===== config.mk =====
export PLATFORM = sky130hd
export DESIGN_NAME = ascii_integer_parser
export DESIGN_NICKNAME = d
export VERILOG_FILES = /design/src/rtl/aip_pkg.sv /design/src/rtl/aip_engine.sv /design/src/rtl/ascii_integer_parser.sv
export SDC_FILE = /design/constraint.sdc
export NUM_CORES = 2
export LEC_CHECK = 0
export ABC_AREA = 1
export BUFFER_PORTS_ARGS = -buffer_cell sky130_fd_sc_hd__buf_2
export CAP_MARGIN = 40
export CORE_ASPECT_RATIO = 1.75
export CORE_UTILIZATION = 53
export DETAILED_ROUTE_END_ITERATION = 8
export PLACE_DENSITY = 0.72
export SYNTH_ARGS = -nofsm -noshare
export SYNTH_HDL_FRONTEND = slang
export SYNTH_HIERARCHICAL = 1
export SYNTH_SLANG_ARGS = --single-unit

===== constraint.sdc =====
create_clock -name clk -period 9.8 [get_ports clk]
set_input_delay 1.47 -clock clk [delete_from_list [all_inputs] [get_ports clk]]
set_output_delay 1.47 -clock clk [all_outputs]
set_load 0.01 [all_outputs]

===== src/rtl/aip_pkg.sv =====
// Shared types, constants and helper functions for the ASCII integer parser.
package aip_pkg;

    localparam int unsigned CFG_DATA_W          = 11;
    localparam int unsigned CFG_INDEX_W         = 2;
    localparam int unsigned DEFAULT_MAX_WIDTH_C = 1024;
    localparam int unsigned VALUE_W             = 64;

    // Configuration register indexes.
    localparam logic [CFG_INDEX_W-1:0] REG_BASE_MODE       = 2'd0;
    localparam logic [CFG_INDEX_W-1:0] REG_MAX_WIDTH       = 2'd1;
    localparam logic [CFG_INDEX_W-1:0] REG_UNSIGNED_RESULT = 2'd2;
    localparam logic [CFG_INDEX_W-1:0] REG_RESULT_SIZE     = 2'd3;

    // Base codes, shared by base_mode and the active base of a number.
    localparam logic [1:0] BASE_AUTO = 2'd0;
    localparam logic [1:0] BASE_DEC  = 2'd1;
    localparam logic [1:0] BASE_OCT  = 2'd2;
    localparam logic [1:0] BASE_HEX  = 2'd3;

    // Result size codes.
    localparam logic [1:0] SIZE_8  = 2'd0;
    localparam logic [1:0] SIZE_16 = 2'd1;
    localparam logic [1:0] SIZE_32 = 2'd2;
    localparam logic [1:0] SIZE_64 = 2'd3;

    // Character codes.
    localparam logic [7:0] CHAR_ZERO    = 8'h30;
    localparam logic [7:0] CHAR_NINE    = 8'h39;
    localparam logic [7:0] CHAR_UPPER_A = 8'h41;
    localparam logic [7:0] CHAR_UPPER_F = 8'h46;
    localparam logic [7:0] CHAR_LOWER_A = 8'h61;
    localparam logic [7:0] CHAR_LOWER_F = 8'h66;
    localparam logic [7:0] CHAR_UPPER_X = 8'h58;
    localparam logic [7:0] CHAR_LOWER_X = 8'h78;
    localparam logic [7:0] CHAR_MINUS   = 8'h2D;
    localparam logic [7:0] CHAR_PLUS    = 8'h2B;
    localparam logic [7:0] CHAR_SPACE   = 8'h20;
    localparam logic [7:0] CHAR_TAB     = 8'h09;
    localparam logic [7:0] CHAR_CR      = 8'h0D;

    // Digit value meaning "not a hex digit".
    localparam logic [4:0] NO_DIGIT = 5'd16;

    typedef struct packed {
        logic [7:0] char_code;
        logic       end_of_input;
    } item_t;

    typedef struct packed {
        logic [VALUE_W-1:0] value;
        logic               status;
        logic               char_consumed;
    } result_t;

    typedef struct packed {
        logic [1:0] base_mode;
        logic       unsigned_result;
        logic [1:0] result_size;
    } cfg_t;

    function automatic logic is_white(input logic [7:0] c);
        return (c == CHAR_SPACE) || ((c >= CHAR_TAB) && (c <= CHAR_CR));
    endfunction

    function automatic logic [4:0] digit_of(input logic [7:0] c);
        logic [7:0] d;
        d = 8'd0;
        if ((c >= CHAR_ZERO) && (c <= CHAR_NINE))
        begin
            d = c - CHAR_ZERO;
        end
        else if ((c >= CHAR_UPPER_A) && (c <= CHAR_UPPER_F))
        begin
            d = c - CHAR_UPPER_A + 8'd10;
        end
        else if ((c >= CHAR_LOWER_A) && (c <= CHAR_LOWER_F))
        begin
            d = c - CHAR_LOWER_A + 8'd10;
        end
        else
        begin
            d = {3'b000, NO_DIGIT};
        end
        return d[4:0];
    endfunction

    // Truncate to the selected size, then sign- or zero-extend to 64 bits.
    function automatic logic [VALUE_W-1:0] shape(input logic [VALUE_W-1:0] v,
                                                 input logic [1:0]         size,
                                                 input logic               uns);
        logic [VALUE_W-1:0] r;
        r = v;
        case (size)
            SIZE_8:  r = {{56{v[7]  & ~uns}}, v[7:0]};
            SIZE_16: r = {{48{v[15] & ~uns}}, v[15:0]};
            SIZE_32: r = {{32{v[31] & ~uns}}, v[31:0]};
            default: r = v;
        endcase
        return r;
    endfunction

endpackage


===== src/rtl/aip_engine.sv =====
// Parse state and single-pass next-state logic for one character per cycle while advance is set.
module aip_engine import aip_pkg::*;
#(
    parameter int unsigned MW_W = CFG_DATA_W
)
(
    input  logic            clk,
    input  logic            rst_n,
    input  logic            advance,
    input  item_t           item,
    input  cfg_t            cfg,
    input  logic [MW_W-1:0] max_width,
    output logic            emit,
    output result_t         result
);

    logic                phase_reg, phase_next;
    logic [VALUE_W-1:0]  acc_reg, acc_next;
    logic [VALUE_W-1:0]  nacc_reg, nacc_next;
    logic                neg_reg, neg_next;
    logic                sign_ok_reg, sign_ok_next;
    logic                zseen_reg, zseen_next;
    logic                pfin_reg, pfin_next;
    logic [1:0]          abase_reg, abase_next;
    logic [MW_W-1:0]     cnt_reg, cnt_next;

    logic [4:0]          digit;
    logic [VALUE_W-1:0]  d64;
    logic                is_x;
    logic                is_sign;
    logic                take_en;
    logic                ok;
    logic                restart;
    logic [1:0]          bsel;
    logic [MW_W:0]       cnt_inc;
    logic [VALUE_W-1:0]  acc_dec, nacc_dec, acc_oct, nacc_oct, acc_hex, nacc_hex;

    assign digit   = digit_of(item.char_code);
    assign d64     = {{(VALUE_W-4){1'b0}}, digit[3:0]};
    assign is_x    = (item.char_code == CHAR_LOWER_X) || (item.char_code == CHAR_UPPER_X);
    assign is_sign = (item.char_code == CHAR_MINUS) || (item.char_code == CHAR_PLUS);
    assign cnt_inc = {1'b0, cnt_reg} + {{MW_W{1'b0}}, 1'b1};

    // The negated accumulator is kept alongside the accumulator, so a negative
    // result never needs a second wide add after the digit step.
    assign acc_dec  = {acc_reg[VALUE_W-4:0], 3'b000} + {acc_reg[VALUE_W-2:0], 1'b0} + d64;
    assign nacc_dec = {nacc_reg[VALUE_W-4:0], 3'b000} + {nacc_reg[VALUE_W-2:0], 1'b0} - d64;
    assign acc_oct  = {acc_reg[VALUE_W-4:0], 3'b000} | d64;
    assign nacc_oct = {nacc_reg[VALUE_W-4:0], 3'b000} - d64;
    assign acc_hex  = {acc_reg[VALUE_W-5:0], 4'b0000} | d64;
    assign nacc_hex = {nacc_reg[VALUE_W-5:0], 4'b0000} - d64;

    always_comb
    begin
        phase_next    = phase_reg;
        acc_next      = acc_reg;
        nacc_next     = nacc_reg;
        neg_next      = neg_reg;
        sign_ok_next  = sign_ok_reg;
        zseen_next    = zseen_reg;
        pfin_next     = pfin_reg;
        abase_next    = abase_reg;
        cnt_next      = cnt_reg;
        emit          = 1'b0;
        restart       = 1'b0;
        take_en       = 1'b0;
        ok            = 1'b0;
        bsel          = phase_reg ? abase_reg : cfg.base_mode;
        result.status        = 1'b0;
        result.char_consumed = 1'b0;

        if (!phase_reg)
        begin
            if (item.end_of_input)
            begin
                emit          = 1'b1;
                result.status = 1'b1;
                restart       = 1'b1;
            end
            else if (!is_white(item.char_code))
            begin
                take_en    = 1'b1;
                phase_next = 1'b1;
                abase_next = cfg.base_mode;
            end
        end
        else if (item.end_of_input)
        begin
            emit    = 1'b1;
            restart = 1'b1;
        end
        else
        begin
            take_en = 1'b1;
        end

        if (take_en)
        begin
            sign_ok_next = 1'b0;
            if (sign_ok_reg && is_sign)
            begin
                neg_next = (item.char_code == CHAR_MINUS);
                ok       = 1'b1;
            end
            else
            begin
                case (bsel)
                    BASE_AUTO:
                    begin
                        if (!zseen_reg)
                        begin
                            if (item.char_code == CHAR_ZERO)
                            begin
                                zseen_next = 1'b1;
                                ok         = 1'b1;
                            end
                            else if ((digit >= 5'd1) && (digit <= 5'd9))
                            begin
                                acc_next   = d64;
                                nacc_next  = {VALUE_W{1'b0}} - d64;
                                abase_next = BASE_DEC;
                                ok         = 1'b1;
                            end
                        end
                        else if (is_x)
                        begin
                            abase_next = BASE_HEX;
                            pfin_next  = 1'b1;
                            ok         = 1'b1;
                        end
                        else if (digit < 5'd8)
                        begin
                            acc_next   = d64;
                            nacc_next  = {VALUE_W{1'b0}} - d64;
                            abase_next = BASE_OCT;
                            ok         = 1'b1;
                        end
                    end
                    BASE_DEC:
                    begin
                        if (digit < 5'd10)
                        begin
                            acc_next  = acc_dec;
                            nacc_next = nacc_dec;
                            ok        = 1'b1;
                        end
                    end
                    BASE_OCT:
                    begin
                        if (digit < 5'd8)
                        begin
                            acc_next  = acc_oct;
                            nacc_next = nacc_oct;
                            ok        = 1'b1;
                        end
                    end
                    default:
                    begin
                        // An x right after the first zero closes the 0x prefix.
                        if (is_x && zseen_reg && !pfin_reg)
                        begin
                            pfin_next = 1'b1;
                            ok        = 1'b1;
                        end
                        else if (digit != NO_DIGIT)
                        begin
                            if (!pfin_reg)
                            begin
                                if ((digit == 5'd0) && !zseen_reg)
                                begin
                                    zseen_next = 1'b1;
                                end
                                else
                                begin
                                    pfin_next = 1'b1;
                                end
                            end
                            acc_next  = acc_hex;
                            nacc_next = nacc_hex;
                            ok        = 1'b1;
                        end
                    end
                endcase
            end

            if (!ok)
            begin
                emit    = 1'b1;
                restart = 1'b1;
            end
            else if (cnt_inc >= {1'b0, max_width})
            begin
                emit                 = 1'b1;
                result.char_consumed = 1'b1;
                restart              = 1'b1;
            end
            else
            begin
                cnt_next = cnt_inc[MW_W-1:0];
            end
        end

        result.value = result.status ? {VALUE_W{1'b0}} :
                       shape(neg_next ? nacc_next : acc_next,
                             cfg.result_size, cfg.unsigned_result);

        if (restart)
        begin
            phase_next   = 1'b0;
            acc_next     = {VALUE_W{1'b0}};
            nacc_next    = {VALUE_W{1'b0}};
            neg_next     = 1'b0;
            sign_ok_next = 1'b1;
            zseen_next   = 1'b0;
            pfin_next    = 1'b0;
            abase_next   = BASE_AUTO;
            cnt_next     = {MW_W{1'b0}};
        end
    end

    always_ff @(posedge clk or negedge rst_n)
    begin
        if (!rst_n)
        begin
            phase_reg   <= 1'b0;
            acc_reg     <= {VALUE_W{1'b0}};
            nacc_reg    <= {VALUE_W{1'b0}};
            neg_reg     <= 1'b0;
            sign_ok_reg <= 1'b1;
            zseen_reg   <= 1'b0;
            pfin_reg    <= 1'b0;
            abase_reg   <= BASE_AUTO;
            cnt_reg     <= {MW_W{1'b0}};
        end
        else if (advance)
        begin
            phase_reg   <= phase_next;
            acc_reg     <= acc_next;
            nacc_reg    <= nacc_next;
            neg_reg     <= neg_next;
            sign_ok_reg <= sign_ok_next;
            zseen_reg   <= zseen_next;
            pfin_reg    <= pfin_next;
            abase_reg   <= abase_next;
            cnt_reg     <= cnt_next;
        end
    end

    // The two accumulators must always be exact negatives of each other.
    assert property (@(posedge clk) disable iff (!rst_n)
                     (nacc_reg == ({VALUE_W{1'b0}} - acc_reg)))
        else $error("negated accumulator out of step");

    // A finished number leaves the parser in its starting state.
    assert property (@(posedge clk) disable iff (!rst_n)
                     (advance && emit) |=> (!phase_reg && sign_ok_reg &&
                                            (cnt_reg == {MW_W{1'b0}})))
        else $error("parser not restarted after a result");

endmodule


===== src/rtl/ascii_integer_parser.sv =====
// Top level of the ASCII integer parser: request and result handshakes, configuration.
//
// The parser takes one character per request and returns one result for each
// parsed integer: it skips leading white space, takes an optional sign, reads
// digits in a fixed or detected base, and ends on a non-digit (reported as not
// consumed), at max_width characters, or at end of input. A request is taken
// every cycle while results are drained. The request ending the number is first
// held in the input register; once it moves on, the digit step writes the
// result register. While a result waits unaccepted no request moves on, so a
// slow result side stalls the input. The sustained rate of one character per
// cycle while results are drained is set by the single shift-add digit step,
// which runs with a parallel negated accumulator so that sign handling needs
// no second wide add. Configuration is written through cfg_we, cfg_index and
// cfg_data; the base is fixed when a number starts, the other registers act
// at once.
module ascii_integer_parser import aip_pkg::*;
#(
    parameter int unsigned DEFAULT_MAX_WIDTH = DEFAULT_MAX_WIDTH_C
)
(
    input  logic                   clk,
    input  logic                   rst_n,
    input  logic                   item_valid,
    output logic                   item_ready,
    input  item_t                  item,
    output logic                   result_valid,
    input  logic                   result_ready,
    output result_t                result,
    input  logic                   cfg_we,
    input  logic [CFG_INDEX_W-1:0] cfg_index,
    input  logic [CFG_DATA_W-1:0]  cfg_data
);

    localparam int unsigned MW_CLOG = $clog2(DEFAULT_MAX_WIDTH + 1);
    localparam int unsigned MW_W    = (MW_CLOG > CFG_DATA_W) ? MW_CLOG : CFG_DATA_W;

    logic            item_valid_reg;
    item_t           item_reg;
    logic            result_valid_reg;
    result_t         result_reg;
    logic            advance;
    logic            emit;
    result_t         step_result;
    cfg_t            cfg_reg;
    logic [MW_W-1:0] max_width_reg;

    // The held request moves on whenever the result register can take a result.
    assign advance      = item_valid_reg && (!result_valid_reg || result_ready);
    assign item_ready   = !item_valid_reg || advance;
    assign result_valid = result_valid_reg;
    assign result       = result_reg;

    always_ff @(posedge clk or negedge rst_n)
    begin
        if (!rst_n)
        begin
            cfg_reg.base_mode       <= BASE_DEC;
            cfg_reg.unsigned_result <= 1'b0;
            cfg_reg.result_size     <= SIZE_32;
            max_width_reg           <= MW_W'(DEFAULT_MAX_WIDTH);
        end
        else if (cfg_we)
        begin
            unique case (cfg_index)
                REG_BASE_MODE:       cfg_reg.base_mode       <= cfg_data[1:0];
                REG_MAX_WIDTH:       max_width_reg           <= MW_W'(cfg_data);
                REG_UNSIGNED_RESULT: cfg_reg.unsigned_result <= cfg_data[0];
                REG_RESULT_SIZE:     cfg_reg.result_size     <= cfg_data[1:0];
                default:             cfg_reg                 <= cfg_reg;
            endcase
        end
    end

    always_ff @(posedge clk or negedge rst_n)
    begin
        if (!rst_n)
        begin
            item_valid_reg <= 1'b0;
        end
        else if (item_ready)
        begin
            item_valid_reg <= item_valid;
        end
    end

    always_ff @(posedge clk)
    begin
        if (item_valid && item_ready)
        begin
            item_reg <= item;
        end
    end

    always_ff @(posedge clk or negedge rst_n)
    begin
        if (!rst_n)
        begin
            result_valid_reg <= 1'b0;
        end
        else if (advance && emit)
        begin
            result_valid_reg <= 1'b1;
        end
        else if (result_ready)
        begin
            result_valid_reg <= 1'b0;
        end
    end

    always_ff @(posedge clk)
    begin
        if (advance && emit)
        begin
            result_reg <= step_result;
        end
    end

    aip_engine #(
        .MW_W (MW_W)
    ) u_engine (
        .clk       (clk),
        .rst_n     (rst_n),
        .advance   (advance),
        .item      (item_reg),
        .cfg       (cfg_reg),
        .max_width (max_width_reg),
        .emit      (emit),
        .result    (step_result)
    );

    // End of input always closes a number, so it must produce a result.
    assert property (@(posedge clk) disable iff (!rst_n)
                     (advance && item_reg.end_of_input) |=> result_valid_reg)
        else $error("end of input produced no result");

    // The end-of-input status carries a zero value and never a consumed character.
    assert property (@(posedge clk) disable iff (!rst_n)
                     (result_valid_reg && result_reg.status) |->
                     ((result_reg.value == {VALUE_W{1'b0}}) && !result_reg.char_consumed))
        else $error("status result with a value or a consumed character");

endmodule


==> results.sh <==
export IMPL_status="finished, final reports clean"
export IMPL_routed_via_count=38637
export IMPL_rsz0062_at_grt="no"
export IMPL_worst_pin_slew_ns=1.01
export IMPL_power_frac_seq_pct=11.3
export IMPL_pre_cts_ws_ns=3.50
export IMPL_fin_ws_ns=3.35
export IMPL_p_int_mw=4.33
export IMPL_syn_nets=5637
export IMPL_setup_violations=0
export IMPL_met1Wirelength_mm=51.8
export IMPL_grt_pass1_wl_mm=231
export IMPL_hold_class="register to register"
export IMPL_powerDensity_mw_per_mm2=369
export IMPL_yosys_warnings=6
export IMPL_cts_root_buf="clkbuf_16"
export IMPL_dieArea_mm2=0.0615
export IMPL_critPathRequiredTime_ns=10.15
export IMPL_nets=5592
export IMPL_drive_above_1_share_pct=5.89
export IMPL_dr_wl_met2_mm=70.2
export IMPL_synthTopCellsByArea="nand2_1, dfrtp_1, ha_1"
export IMPL_cap_violations=0
export IMPL_dp_hpwl_mm=118
export IMPL_p_sw_mw=8.22
export IMPL_antenna_found_initial=4
export IMPL_clk_pin_slew_ns=0.07
export IMPL_dp_cells=6040
export IMPL_min_period_ns=6.45
export IMPL_gp_congestion=1.11
export IMPL_final_common_cell="nand2_1"
export IMPL_async_reset_ff_share_pct=68.6
export IMPL_place_area_mm2=0.0330
export IMPL_start_kind="register"
export IMPL_final_hold_viol_count=0
export IMPL_rows=118
export IMPL_drt_pass1_iter_count=7
export IMPL_fillers=6310
export IMPL_wl_mm=157
export IMPL_io_buffers=94
export IMPL_r2r_cells=29
export IMPL_synth_area_mm2=0.0321
export IMPL_max_vdd_ir_drop_uv=612
export IMPL_cts_hold_buf=0
export IMPL_wl_per_cell_um=25.7
export IMPL_slew_violations=0
export IMPL_drc_errors=0
export IMPL_slew_headroom_pct=32.0
export IMPL_met3_length_mm=15.3
export IMPL_synth_seq_cells=239
export IMPL_detail_route_antenna_nets=0
export IMPL_multi_input_area_mm2=0.0217
export IMPL_die_h_um=327
export IMPL_start_util_pct=53.9
export IMPL_crit_slowest_cell="o21ai_0"
export IMPL_worstSetupPathDepth=29
export IMPL_core_area_mm2=0.0595
export IMPL_combPwrFrac_pct=79.7
export IMPL_clock_latency_ns=0.63
export IMPL_avgSynthCellArea_um2=6.01
export IMPL_end_kind="register"
export IMPL_finalCritPeriodShare_pct=65.9
export IMPL_viasPerCell=6.34
export IMPL_ys_types=66
export IMPL_path_class="register to register"
export IMPL_numCtsBuffers=28
export IMPL_crit_family="compound AO/OA/AOI/OAI gates"
export IMPL_path_buf_inv=5
export IMPL_p_leak_nw=18.0
export IMPL_grt_max_degree=81
export IMPL_crit_path_frequent_cell="nand2_1"
export IMPL_critPathMaxStageDelay_ns=0.71
export IMPL_synthCells=5337
export IMPL_cts_tree="built"
export IMPL_synth_edf_count=75
export IMPL_die_w_um=188
export IMPL_hold_depth=2
export IMPL_fin_setup_tns_ns=0
export IMPL_pwr_share_clk_pct=9.0
export IMPL_worstPathArrival_ns=6.80
export IMPL_grt_overflow=0
export IMPL_total_power_mw=12.5
export IMPL_stdcell_area_mm2=0.0340
export IMPL_grt_total_usage_pct=50.4
export IMPL_ctsResizeCount=0
export IMPL_cts_setup_buffers=0
export IMPL_clock_sinks=239
export IMPL_drt_initial_drc_count=5581
export IMPL_routed_top_layer="met5"
export IMPL_seq_area_mm2=0.00636
export IMPL_yosysTopAreaCell="nand2_1"
export IMPL_yosysSeqAreaShare_pct=19.8
export IMPL_fmax_mhz=155
export IMPL_final_cells=6097
export IMPL_ios=95
export IMPL_cts_max_level=1
export IMPL_synth_ff_type="dfrtp_1"
export IMPL_clk_path_buf_depth=3
export IMPL_synth_top_cell_area_share_pct=14.5
export IMPL_area_growth_pct=5.97
export IMPL_grt_pass1_vias=37653
export IMPL_swShare_pct=65.5
export IMPL_fin_skew_ns=0.0428
export IMPL_path_max_fanout=41
export IMPL_largest_reg_flops=66
export IMPL_final_cell_mix="nand2_1, inv_1, nor2_1"
-- metal layers --
metal,vias up,GRT usage [%]
met1,17512,52.7
met3,949,11.7
met5,-,0
met2,2558,81.5
li1,17616,-
met4,2,51.5
-- cell families (layout without fill, tap and decap cells) --
| kind of cell | after synthesis | after routing | synth area share (%) |
|---|---|---|---|
| AOI/OAI and AO/OA | 1291 | 1291 | 22.5 |
| and+or+nand+nor | 2418 | 2418 | 32.1 |
| adders and majority gates | 273 | 273 | 10.7 |
| DFF | 239 | 239 | 19.8 |
| other | 0 | 3 | 0 |
| muxes | 1 | 1 | 0.0312 |
| xor gates and xnor gates | 74 | 74 | 2.02 |
| buffers and inverters | 1041 | 1018 | 12.7 |
-- cell usage after synthesis (all sizes together) (5+ instances only) --
cell,instances
a211oi,7
a21boi,8
a21o,20
a21oi,420
a221oi,45
a22o,5
a22oi,8
a31oi,34
buf,85
clkbuf,131
clkinv,5
dfrtp,160
edfxtp,75
ha,269
inv,820
nand2,1265
nand3,362
nand3b,11
nand4,70
nor2,622
nor3,52
nor4,16
o2111ai,10
o211ai,61
o21a,13
o21ai,578
o21bai,22
o221ai,11
o22ai,37
or2,16
xnor2,26
xor2,48
-- per-stage QoR --
step                hold WS [ns]  utilization (%)
floorplan                  0.442                -
global placement           0.454             55.3
detailed placement         0.456             55.5
CTS                        0.466             57.1
global route               0.506             57.1
finish                     0.463             57.1
-- final timing paths --
kind / startpoint / end / slack, ns
hold / removal: max_width_reg[10]$_DFFE_PN1P_ / max_width_reg[10]$_DFFE_PN1P_ / 0.46
hold reg to reg: max_width_reg[10]$_DFFE_PN1P_ / max_width_reg[10]$_DFFE_PN1P_ / 0.46
max in group asynchronous: rst_n / u_engine/nacc_reg[59]$_DFFE_PN0P_ / 6.97
min in group asynchronous: rst_n / u_engine/cnt_reg[3]$_DFFE_PN0P_ / 0.81
setup reg to reg: item_reg[2]$_DFFE_PP_ / result[42]$_DFFE_PP_ / 3.35
setup / recovery: item_reg[2]$_DFFE_PP_ / result[42]$_DFFE_PP_ / 3.35
-- worst reg2reg max path, delay by kind of cell, from the launching register on --
kind | cells | cell delay [ns]
AO/OA/AOI/OAI | 7 | 2.00
adder cells (fa/ha/maj) | 3 | 1.16
AND/OR/NAND/NOR | 14 | 1.59
buffers and inverters | 5 | 1.01
flip-flops | 1 | 0.44
-- power by group through the flow --
stage | clock network, mW | registers (mW) | logic, mW
global placement | 0 | 1.42 | 9.17
floorplan | 0 | 1.37 | 5.94
CTS | 1.13 | 1.40 | 9.29
finish | 1.13 | 1.41 | 10.0
global route | 1.17 | 1.42 | 10.5
detailed placement | 0 | 1.42 | 9.25
-- cell type report --
type / instances / area share [%]
Multi-Input combinational cell: 4057 / 63.8
Sequential cell: 239 / 18.7
Inverter: 825 / 9.14
Tap cell: 780 / 2.87
Timing Repair Buffer: 141 / 2.65
Clock buffer: 38 / 2.38
Clock inverter: 14 / 0.390
Antenna cell: 3 / 0.0221
(Power assumes the default switching activity.)
